## src/rtl/core/fhbc_pkg.sv

```systemverilog
// Package for the fp32 / half / bfloat16 converter.
// Holds request codes, format codes and the conversion functions; no dependencies.
`timescale 1ns / 1ps
`default_nettype none
package fhbc_pkg;

  typedef enum logic {
    REQ_NARROW = 1'b0,
    REQ_WIDEN  = 1'b1
  } req_type_t;

  typedef enum logic {
    FMT_HALF = 1'b0,
    FMT_BF16 = 1'b1
  } narrow_fmt_t;

  localparam logic [15:0] HALF_EXP_MASK  = 16'h7C00;
  localparam logic [15:0] HALF_SIGN_MASK = 16'h8000;
  localparam logic [9:0]  HALF_QNAN_BIT  = 10'h200;
  localparam logic [6:0]  BF16_QNAN_BIT  = 7'h40;

  // Single to half, truncating the mantissa toward zero; overflow gives infinity.
  function automatic logic [15:0] to_half(input logic [31:0] bits);
    logic        sign;
    logic [7:0]  e8;
    logic [22:0] mant;
    logic [9:0]  m;
    logic [23:0] sig;
    logic [4:0]  sh;
    logic [23:0] shifted;
    begin
      sign    = bits[31];
      e8      = bits[30:23];
      mant    = bits[22:0];
      m       = mant[22:13];
      sig     = {1'b1, mant};
      // Subnormal shift is 126 - e8 for e8 in 103..112.
      sh      = 5'(8'd126 - e8);
      shifted = sig >> sh;
      if (e8 == 8'hFF) begin
        if (mant != 23'd0 && m == 10'd0) m = HALF_QNAN_BIT;
        to_half = {sign, 5'h1F, m};
      end else if (e8 >= 8'd143) begin
        to_half = {sign, 15'h7C00};
      end else if (e8 >= 8'd113) begin
        to_half = {sign, 5'(e8 - 8'd112), m};
      end else if (e8 < 8'd103 || e8 == 8'd0) begin
        to_half = {sign, 15'd0};
      end else begin
        to_half = {sign, shifted[14:0]};
      end
    end
  endfunction

  function automatic logic [15:0] to_bf16(input logic [31:0] bits);
    logic [15:0] r;
    begin
      r = bits[31:16];
      if (bits[30:23] == 8'hFF && bits[22:0] != 23'd0 && r[6:0] == 7'd0)
        r[6:0] = BF16_QNAN_BIT;
      to_bf16 = r;
    end
  endfunction

  // Half to single; subnormals normalized with a leading-zero count.
  function automatic logic [31:0] from_half(input logic [15:0] h);
    logic       sign;
    logic [4:0] e5;
    logic [9:0] mant;
    logic [3:0] lz;
    logic [9:0] norm;
    begin
      sign = h[15];
      e5   = h[14:10];
      mant = h[9:0];
      lz   = 4'd0;
      for (int i = 0; i < 10; i++) begin
        if (mant[i]) lz = 4'(9 - i);
      end
      norm = 10'(mant << (lz + 4'd1));
      if (e5 == 5'd0) begin
        if (mant == 10'd0) from_half = {sign, 31'd0};
        else from_half = {sign, 8'(8'd112 - {4'd0, lz}), norm, 13'd0};
      end else if (e5 == 5'h1F) begin
        from_half = {sign, 8'hFF, mant, 13'd0};
      end else begin
        from_half = {sign, 8'({3'd0, e5} + 8'd112), mant, 13'd0};
      end
    end
  endfunction

endpackage
`default_nettype wire

```

## src/rtl/core/fp32_half_bfloat_converter_top.sv

```systemverilog
// Top level of the fp32 / half / bfloat16 converter.
// Depends on fhbc_pkg and fhbc_convert.
`timescale 1ns / 1ps
`default_nettype none
//
//  channel | direction | handshake          | payload
//  in_     | request   | in_valid/in_ready  | in_req_type, in_value_in, in_last_in
//  out_    | result    | out_valid/out_ready| out_value_out, out_last_out
//  cfg_    | write     | cfg_valid/cfg_ready| cfg_data (narrow_format)
//
// Each request is held in an input register, converted by one pass of bit
// logic, and caught in a result register. Each register advances when it is
// empty or the stage after it moves, so one request enters per cycle while
// the result side keeps up. Reset clears the valid flags and selects half
// precision. When the result side stalls, the pipeline holds and input ready
// drops only once both stages are full.
module fp32_half_bfloat_converter_top import fhbc_pkg::*; (
  input  wire logic        clk,
  input  wire logic        rst_n,
  input  wire logic        in_valid,
  output logic             in_ready,
  input  wire logic        in_req_type,
  input  wire logic [31:0] in_value_in,
  input  wire logic        in_last_in,
  output logic             out_valid,
  input  wire logic        out_ready,
  output logic      [31:0] out_value_out,
  output logic             out_last_out,
  input  wire logic        cfg_valid,
  output logic             cfg_ready,
  input  wire logic        cfg_data
);
  logic        fmt_r;
  logic        s1_valid_r;
  logic        s1_req_r;
  logic [31:0] s1_value_r;
  logic        s1_last_r;
  logic        s2_valid_r;
  logic [31:0] s2_value_r;
  logic        s2_last_r;
  logic [31:0] conv_value;
  logic        s2_adv;
  logic        s1_adv;

  // The result stage moves whenever it is empty or being taken.
  assign s2_adv    = !s2_valid_r || out_ready;
  assign s1_adv    = !s1_valid_r || s2_adv;
  assign in_ready  = s1_adv;
  assign cfg_ready = 1'b1;

  fhbc_convert u_convert (
    .req_type (s1_req_r),
    .fmt      (fmt_r),
    .value_in (s1_value_r),
    .value_out(conv_value)
  );

  always_ff @(posedge clk) begin
    if (!rst_n) begin
      fmt_r      <= FMT_HALF;
      s1_valid_r <= 1'b0;
      s2_valid_r <= 1'b0;
    end else begin
      if (cfg_valid) fmt_r <= cfg_data;
      if (s1_adv) s1_valid_r <= in_valid;
      if (s2_adv) s2_valid_r <= s1_valid_r;
    end
  end

  always_ff @(posedge clk) begin
    if (s1_adv) begin
      s1_req_r   <= in_req_type;
      s1_value_r <= in_value_in;
      s1_last_r  <= in_last_in;
    end
    if (s2_adv) begin
      s2_value_r <= conv_value;
      s2_last_r  <= s1_last_r;
    end
  end

  assign out_valid     = s2_valid_r;
  assign out_value_out = s2_value_r;
  assign out_last_out  = s2_last_r;
endmodule
`default_nettype wire

```

## src/rtl/core/fhbc_convert.sv

```systemverilog
// Combinational conversion datapath of the converter.
// Depends on fhbc_pkg for codes and conversion functions.
`timescale 1ns / 1ps
`default_nettype none
module fhbc_convert import fhbc_pkg::*; (
  input  wire logic        req_type,
  input  wire logic        fmt,
  input  wire logic [31:0] value_in,
  output logic      [31:0] value_out
);
  always_comb begin
    if (req_type == REQ_NARROW) begin
      value_out = {16'd0, (fmt == FMT_BF16) ? to_bf16(value_in) : to_half(value_in)};
    end else if (fmt == FMT_BF16) begin
      value_out = {value_in[15:0], 16'd0};
    end else begin
      value_out = from_half(value_in[15:0]);
    end
  end
endmodule
`default_nettype wire

```

## config.mk

```make
export PLATFORM = sky130hd
export DESIGN_NAME = fp32_half_bfloat_converter_top
export DESIGN_NICKNAME = d
export VERILOG_FILES = /design/src/rtl/core/fhbc_pkg.sv /design/src/rtl/core/fp32_half_bfloat_converter_top.sv /design/src/rtl/core/fhbc_convert.sv
export SDC_FILE = /design/constraint.sdc
export NUM_CORES = 1
export LEC_CHECK = 0
export BUFFER_PORTS_ARGS = -buffer_cell sky130_fd_sc_hd__buf_2
export CAP_MARGIN = 10
export CORE_AREA = 2 2 129 106
export DETAILED_ROUTE_END_ITERATION = 10
export DIE_AREA = 0 0 131 108
export GPL_TIMING_DRIVEN = 0
export PLACE_DENSITY_LB_ADDON = 0.05
export SYNTH_ARGS = -nofsm -noshare
export SYNTH_HDL_FRONTEND = slang
export SYNTH_SLANG_ARGS = --single-unit
```

## constraint.sdc

```tcl
create_clock -name clk -period 3.5 [get_ports clk]
set_clock_uncertainty 0.1 [all_clocks]
set_input_delay 0.7 -clock clk [delete_from_list [all_inputs] [get_ports clk]]
set_output_delay 0.7 -clock clk [all_outputs]
set_load 0.02 [all_outputs]
```

## After elaboration in Yosys (flattened, before gate mapping)

Index checks and enable logic that the tools add are counted.

- $add $sub $neg: 5
- Magnitude comparators: 3
- Equality and inequality tests: 2
- Shift-type cells: 2
- Muxes and demuxes: 24
- Reductions and logical operators: 14

Operator list:

| cell | count |
|---|---|
| $mux 31 | 4 |
| $mux 15 | 5 |
| $mux 4 | 12 |
| $shr 24x5->15 | 1 |
| $reduce_bool 23->1 | 1 |
| $logic_not 10->1 | 2 |
| $mux 16 | 1 |
| $mux 10 | 1 |
| $shl 10x4->10 | 1 |
| $add 5x7->8 const B | 1 |
| $eq 8x8->1 const B | 1 |
| $ge 8x7->1 const B | 1 |
| $ge 8x8->1 const B | 1 |
| $logic_not 8->1 | 1 |
| $lt 8x7->1 const B | 1 |
| $sub 7x4->8 const A | 1 |
| $logic_not 7->1 | 1 |
| $mux 7 | 1 |
| $eq 5x5->1 const B | 1 |
| $logic_not 5->1 | 1 |
| $sub 5x5->5 const A | 1 |
| $sub 5x5->5 const B | 1 |
| $add 4x1->4 const B | 1 |
| $logic_and 1x1->1 | 3 |
| 2 further kinds | 5 |

- Register bits after elaboration: 70
- Bits of input ports: 40
- Output and inout bits: 36
- Word-level logic and storage cells: 59

## Longest topological paths before layout

Gate-level depths: netlist of the first run.

- Depth after elaboration: 18
- Gate-level depth with buffers: 12
- Gate-level depth less buffers: 11

## By module

A second synthesis of the first run with hierarchy kept.

- Cells, all modules: 473
- Area, all modules: 4,984.8 µm²

By module, submodules not included:

| module | times used | cells an instance | area an instance (µm²) | sequential area each (µm²) |
|---|---|---|---|---|
| fhbc_convert | 1 | 392 | 2,840.2 | 0.0 |
| fp32_half_bfloat_converter_top | 1 | 81 | 2,144.6 | 2,072.0 |

## Worst setup path after synthesis of the first run

Ideal clock, no wire load.

- Kind: register -> register
- From: reg s1_value_r[23]
- To: reg s2_value_r[1], in the netlist out_value_out[1], data pin
- Setup time: 274 ps
- Data arrival time: 2,636 ps
- Required time: 3,126 ps
- Setup slack: 490 ps
- Cell stages (with the launch flop): 11
- Path buffers: 4
- Clock period less this slack: 3,010 ps
- Cell sequence: edfxtp_1 > buf_2 > buf_4 > inv_2 > ha_1 > buf_2 > buf_1 > mux4_2 > mux4_2 > nand3_1 > a221oi_2

- Longest elaborated chain between the ends: 8
- Elaborated cells on any way between the ends: 17
- Classes of those cells: add/sub: 1; order compare: 3; eq/ne: 1; shift: 1; mux: 7; reduce/logical: 4

Ends and longest elaborated chain:

| element | RTL line | source |
|---|---|---|
| from (decl) | fp32_half_bfloat_converter_top.sv:36 | `logic [31:0] s1_value_r;` |
| from (signal assigned) | fp32_half_bfloat_converter_top.sv:73 | `s1_value_r <= in_value_in;` |
| $sub 5x5->5 (tied with other cells) | fhbc_pkg.sv:38 | `sh = 5'(8'd126 - e8);` |
| $shr 24x5->15 / $logic_or 1x1->1 (equally long branches) | fhbc_pkg.sv:39, fhbc_pkg.sv:47 |  |
| $mux 15 | fhbc_pkg.sv:47 | `end else if (e8 < 8'd103 \|\| e8 == 8'd0) begin` |
| $mux 15 | fhbc_pkg.sv:45 | `end else if (e8 >= 8'd113) begin` |
| $mux 15 | fhbc_pkg.sv:43 | `end else if (e8 >= 8'd143) begin` |
| $mux 15 | fhbc_pkg.sv:40 | `if (e8 == 8'hFF) begin` |
| $mux 15 * | fhbc_convert.sv:13 | `value_out = {16'd0, (fmt == FMT_BF16) ? to_bf16(value_in) : to_half(value_in)};` |
| $mux 16 * | fhbc_convert.sv:12 | `if (req_type == REQ_NARROW) begin` |
| to (signal assigned) | fp32_half_bfloat_converter_top.sv:77 | `s2_value_r <= conv_value;` |
| to (decl) | fp32_half_bfloat_converter_top.sv:39 | `logic [31:0] s2_value_r;` |

Mark *: on every way between the ends. The rest lies on a longest branch, timed or not.
A chain may end at the register's enable or synchronous reset.

## Worst setup path in the final report of the first run

- From: reg s1_value_r[23]
- To: reg s2_value_r[5], in the netlist out_value_out[5], data pin

The elaborated chain is that of the path after synthesis.

==> run metrics, run 1 <==
setup TNS 0 ns; die width 131 µm; final hold violations 0; Final Cell Area 5894 µm²; worst-skew pair later-pin latency 0.34 ns; Core Area 12,730 µm²; global-route wire length before repair 24,320 µm; IO Port Bufs 74; root buf cell clkbuf_16; fin crit period 3.321 ns; Slew Limit Fails 0; HP Class flop to flop; largest net degree at the start of global routing 36; antenna violations before repair 0; Cell Chain, Critical Path clkbuf_4 -> buf_6 -> inv_2 -> ha_1 -> or4b_4 -> a41o_4 -> nand2b_1 -> a31o_1 -> a311oi_1 -> a221o_1; Clk pwr share 38.4%; placed cell areas 5538 µm²; Psw 795.9 µW; synthesized net count 536; Reg2Reg Setup Slack 0.18 ns; number of flops mapped to enable cells by yosys 67; total CTS buffers 9; antenna cell count 0; WP data required 3.59 ns; clock slew at reported path FFs 0.06 ns; DPL Wire Length 12,060 µm; initial DRC count 464; Avg Inst Size Synth 10.04 µm²; Max Clk Rate 0.3011 GHz; final WL 15,690 µm; final net count 621; Top Ports 76; count of cell types in the netlist 76; # rows 37; Largest stage delay, worst path 0.50 ns; total grt overflow 0; CTS Hold Bufs 0; DR vias 4,439; ys async rst share 0%; clock sinks 70; CP arrival 3.42 ns; status finished clean; H-tree levels 3; Area Overhead vs Synth 19.84%; Mapped Area 4918 µm²; CTS max path bufs 2; peak supply drop 0.0002947 V; drt first pass iters 5; R2R Path End out_value_out[5]$_SDFFCE_PP0P_; flop and latch count out of synthesis 70; vias in the first global route 4,138; Critical Path Fanout Max 10; Worst Hold Slack 0.3317 ns; DRC errors left 0; Crit. End Element flop; WP buf/inv 3; Gate power share 23.1%; worst relative slew slack 40.75%; reg2reg start s1_value_r[23]$_DFFE_PP_; cell-internal power 1.916 mW; pre-CTS setup slack -0.1275 ns; fin crit share 94.89%; RePlAce Congestion 0.9059; Seq/Total Area, Yosys 42.13%; wire per inst 20.78 µm; Gate Count Post-Synth 490; die footprint 14,150 µm²; worst hold path cell count 0; PD cells 460.1 nW/µm²; crit path from s1_value_r[23]$_DFFE_PP_; Crit-path slowest cell or4b_4; WHS Endpoint out_last_out$_DFFE_PP_; Top Family by Delay on Critical Path compound AO/OA/AOI/OAI gates; post-CTS setup buffers 0; Startpoint Class flop; MaxCap Viol Count 0; Setup CP Type flop to flop; ys flop type edfxtp_1; CTS tree built; GRT Total Usage 23.42%; die height 108 µm; final setup violation count 0; Initial Utilization 38.63%; Seq pwr share 38.4%; RSZ-0062 raised after global routing no; layout cells sized above 1 25.00%; Sw Ratio 29.35%; worst-margin pin slew 0.8857 ns; HP Start s1_last_r$_DFFE_PP_; Ys Warns 0; Via density 5.879; Setup WS post-layout 0.1789 ns; r2r worst-path depth 10; leak pwr 2.351 nW; post-route ant nets 0
-- cell families after synthesis --
logic type | after synthesis | synth area share [%]
adder cells (fa/ha/maj) | 6 | 1.526
buffers and inverters | 56 | 4.858
AO/OA/AOI/OAI | 146 | 21.80
XOR/XNOR | 9 | 1.755
other | 1 | 0.07624
AND/OR/NAND/NOR | 163 | 16.51
flip-flops | 70 | 42.13
multiplexers | 39 | 11.35
-- power by group through the flow --
stage	clock network, mW	logic [mW]	registers, mW
after floorplan	0	0.370	1.10
after detailed placement	0	0.610	1.06
final	1.04	0.628	1.04
after CTS	1.06	0.616	1.04
after global placement	0	0.617	1.06
after global routing	1.10	0.680	1.05
-- state kept, by name, indices dropped and copies added, names as in the netlist --
name / count
s1_valid_r: 1
out_valid: 1
out_last_out: 1
s1_req_r: 1
fmt_r: 1
s1_value_r: 32
s1_last_r: 1
out_value_out: 32
-- routing by layer --
layer  up-vias  global-route usage (%)  share of wire (%)
met5         -                       0                  0
li1       2061                       -                  -
met3        13                   6.235                9.4
met1      2127                   37.16                 50
met4         0                   6.763                1.0
met2       238                   30.68                 40
-- stage by stage --
stage | std cells | utilization, % | power [mW]
global placement | 739 | 43.26 | 1.674
finish | 755 | 46.30 | 2.712
CTS | 756 | 46.22 | 2.721
detailed placement | 740 | 43.50 | 1.669
floorplan | 490 | - | 1.467
global route | 755 | 46.30 | 2.836
-- worst max path at each step --
stage                                     endpoint  slack, ns  cells past startpoint
floorplan           out_value_out[1]$_SDFFCE_PP0P_       0.49                     10
global placement    out_value_out[8]$_SDFFCE_PP0P_      -0.20                     12
detailed placement  out_value_out[7]$_SDFFCE_PP0P_      -0.13                     11
CTS                 out_value_out[7]$_SDFFCE_PP0P_       0.02                     12
global route           out_value_out[13]$_DFFE_PP_       0.01                     11
finish              out_value_out[5]$_SDFFCE_PP0P_       0.18                     10
-- Yosys cell counts (4+ instances only) --
cell | n | area share (%)
xor2_1 | 4 | 0.71
mux4_2 | 13 | 6.0
mux2i_1 | 22 | 4.5
nor2b_1 | 10 | 1.3
and2_1 | 4 | 0.51
a31oi_1 | 13 | 1.7
ha_1 | 6 | 1.5
a211oi_1 | 4 | 0.61
nand2b_1 | 7 | 0.89
buf_1 | 4 | 0.31
a221o_1 | 5 | 1.0
xnor2_1 | 4 | 0.71
a221oi_1 | 5 | 0.89
nor3_1 | 12 | 1.2
o2111ai_1 | 5 | 0.89
mux2_2 | 4 | 0.92
o21a_1 | 5 | 0.76
or4_1 | 5 | 0.76
a21oi_1 | 30 | 3.1
clkbuf_1 | 20 | 1.5
or3_1 | 6 | 0.76
edfxtp_1 | 67 | 41
o211ai_1 | 13 | 2.0
nand2_1 | 59 | 4.5
nand3_1 | 17 | 1.7
buf_2 | 11 | 1.1
inv_1 | 15 | 1.1
o21ai_0 | 23 | 2.3
nor2_1 | 28 | 2.1
-- area by class of cell --
type / instances / area (µm²)
Clock inverter: 7 / 112.6
Fill cell: 1255 / 6837
Clock buffer: 9 / 225.2
Inverter: 18 / 67.56
Buffer: 37 / 177.7
Sequential cell: 70 / 2072
Timing Repair Buffer: 75 / 397.9
Tap cell: 175 / 219.0
Multi-Input combinational cell: 364 / 2623
-- repair_timing --
item                       CTS  global route
setup endpoints to repair    7             9
pin swaps                    0             1
resized for setup            4             4
-- placed cells by master (no fill, tap or decap), types with 5 or more instances in the layout --
cell	synthesis	layout
clkbuf_1	20	20
a221oi_1	5	5
nor2b_1	10	10
buf_2	11	84
mux2i_1	22	22
nand2b_1	7	7
or4_1	5	5
nand2_1	59	58
edfxtp_1	67	67
mux4_2	13	13
a21oi_1	30	30
ha_1	6	6
nor3_1	12	12
inv_1	15	15
a31oi_1	13	13
a221o_1	5	5
o21ai_0	23	23
or3_1	6	6
o21a_1	5	5
nand3_1	17	17
o2111ai_1	5	5
nor2_1	28	28
o211ai_1	13	13
clkbuf_16	0	9
-- worst register-to-register path: cells and delay by family (launching register included) --
kind | cells | cell delay, ns
AO/OA/AOI/OAI | 4 | 1.20
adder cells (fa/ha/maj) | 1 | 0.18
buffers and inverters | 3 | 0.58
flip-flops | 1 | 0.41
AND/OR/NAND/NOR | 2 | 0.71
Power figures use the tool's default switching activity.
==> run 2, diff against run 1 <==
--- a/config.mk
+++ b/config.mk
@@ -12,6 +12,7 @@
 export DIE_AREA = 0 0 131 108
 export GPL_TIMING_DRIVEN = 0
 export PLACE_DENSITY_LB_ADDON = 0.05
+export REMOVE_ABC_BUFFERS = 1
 export SYNTH_ARGS = -nofsm -noshare
 export SYNTH_HDL_FRONTEND = slang
 export SYNTH_SLANG_ARGS = --single-unit
==> run metrics, run 2 (same netlist as run 1, synthesis figures left out) <==
status finished clean; largest net degree at the start of global routing 29 (-19%); post-route ant nets 0 (unchanged); peak supply drop 0.0003113 V (+5.7%); CTS max path bufs 2 (unchanged); DPL Wire Length 10,110 µm (-16%); antenna cell count 0 (unchanged); Max Clk Rate 0.3073 GHz (+2.1%); final hold violations 0 (unchanged); Top Ports 76 (unchanged); DR vias 4,274 (-3.7%); Sw Ratio 31.63% (+2.3 points); MaxCap Viol Count 0 (unchanged); drt first pass iters 5 (unchanged); RSZ-0062 raised after global routing no; layout cells sized above 1 26.27% (+1.3 points); total CTS buffers 9 (unchanged); worst relative slew slack 21.88% (-19 points); Gate power share 23.0% (about the same); Clk pwr share 33.9% (-4.5 points); Core Area 12,730 µm² (unchanged); final WL 14,440 µm (-8.0%); leak pwr 2.277 nW (-3.2%); worst-margin pin slew 1.170 ns (+0.2846 ns); Setup WS post-layout 0.2458 ns (+0.06698 ns); fin crit share 92.98% (-1.9 points); CP arrival 3.22 ns (-0.20 ns); root buf cell clkbuf_16; die footprint 14,150 µm² (unchanged); cell-internal power 1.708 mW (-11%); commonest non-fill, non-tap cell in the layout buf_2; H-tree levels 3 (unchanged); met2 Use GR 28.61% (-2.1 points); antenna violations before repair 0 (unchanged); GRT Total Usage 21.42% (-2.0 points); Initial Utilization 38.63% (unchanged); Critical Path Fanout Max 18 (+8); Worst Hold Slack 0.3274 ns (-0.004265 ns); RePlAce Congestion 0.9745 (+7.6%); # rows 37 (unchanged); GR peak layer met1; most frequent cells in the layout buf_2, edfxtp_1, nand2_1; DRC errors left 0 (unchanged); Area Overhead vs Synth 17.73%; wire per inst 19.86 µm (-4.4%); clock slew at reported path FFs 0.06 ns (about the same); global-route wire length before repair 22,990 µm (-5.4%); HP Class flop to flop; Final Cell Area 5791 µm² (-1.8%); met3 usage 6.136% (-0.099 points); initial DRC count 442 (-4.7%); fin crit period 3.254 ns (-0.06698 ns); final setup violation count 0 (unchanged); CTS Hold Bufs 0 (unchanged); die width 131 µm (unchanged); Seq pwr share 43.2% (+4.8 points); IO Port Bufs 74 (unchanged); final net count 593 (-4.5%); CTS tree built; Via density 5.879 (about the same); placed cell areas 5421 µm² (-2.1%); total grt overflow 0 (unchanged); die height 108 µm (unchanged); WP data required 3.47 ns (-0.12 ns); worst-skew pair later-pin latency 0.33 ns (about the same); setup TNS 0 ns (unchanged); fill count 1,219 (-2.9%); vias in the first global route 4,029 (-2.6%); Setup CP Type flop to flop; clock sinks 70 (unchanged); Psw 790.4 µW (-0.70%); Crit. End Element flop; Startpoint Class flop; Slew Limit Fails 0 (unchanged); grt met1 use 33.90% (-3.3 points); PD cells 431.5 nW/µm² (-6.2%); pre-CTS setup slack -0.9447 ns (-0.8173 ns)
## run 2: changes by cell type in the layout (fill, tap and decap cells not counted), sizes merged
cell,change
clkinv,-4
clkbuf,-21
clkinvlp,+5
bufinv,-3
inv,+1
buf,-6
## run 2: per-layer routing
metal | routed length, µm | part of all wire (%) | vias to the layer above
met5 | 0 | 0 | -
met4 | 150 | 1.0 | 0
met3 | 1399 | 9.7 | 22
met2 | 5757 | 40 | 231
met1 | 7131 | 49 | 2021
li1 | - | - | 2000
## run 2: worst paths after layout
path | from | to | slack [ns] | cells past startpoint
worst max-delay path | s1_value_r[1]$_DFFE_PP_ | out_value_out[13]$_DFFE_PP_ | 0.25 | 9
worst min-delay path | s1_last_r$_DFFE_PP_ | out_last_out$_DFFE_PP_ | 0.33 | 0
worst max register to register | s1_value_r[1]$_DFFE_PP_ | out_value_out[13]$_DFFE_PP_ | 0.25 | 9
worst min register to register | s1_last_r$_DFFE_PP_ | out_last_out$_DFFE_PP_ | 0.33 | 0
## run 2: power by group through the flow
| stage | clock [mW] | combinational [mW] | sequential (mW) |
|---|---|---|---|
| finish | 0.847 | 0.574 | 1.08 |
| global route | 0.909 | 0.626 | 1.09 |
| CTS | 0.872 | 0.561 | 1.08 |
| detailed placement | 0 | 0.541 | 1.10 |
| global placement | 0 | 0.536 | 1.10 |
| floorplan | 0 | 0.327 | 1.12 |
## run 2: repair_timing
item | CTS | global route
setup endpoints to repair | 15 | 9
buffers inserted | 6 | 0
pin swaps | 0 | 0
hold endpoints to repair | 0 | 0
resized for setup | 2 | 7
## run 2: cell type report
| cell class | count | area (µm²) | share of cell area (%) |
|---|---|---|---|
| well taps | 175 | 219.0 | 3.781 |
| clock inverters | 6 | 47.55 | 0.8211 |
| clock buffers | 10 | 229.0 | 3.954 |
| repair buffers | 84 | 496.7 | 8.578 |
| inverters | 18 | 71.32 | 1.232 |
| flip-flops and latches | 70 | 2072 | 35.78 |
| multi-input cells | 364 | 2655 | 45.85 |
## run 2: worst max-delay path, stage by stage, from the launching register on
cell and delay [ns]:
edfxtp_1 0.57, nand2b_1 0.26, a221oi_4 0.43, o21ai_2 0.20, ha_4 0.42, inv_1 0.18
o2111ai_1 0.14, a21oi_1 0.14, a2111oi_0 0.43, nor3_1 0.12
## run 2: per-stage QoR
stage | instances | power, mW | util, %
after floorplan | 452 | 1.450 | -
after global placement | 701 | 1.635 | 41.92
after detailed placement | 705 | 1.643 | 42.58
after CTS | 727 | 2.509 | 45.18
after global routing | 727 | 2.624 | 45.48
final | 727 | 2.499 | 45.48
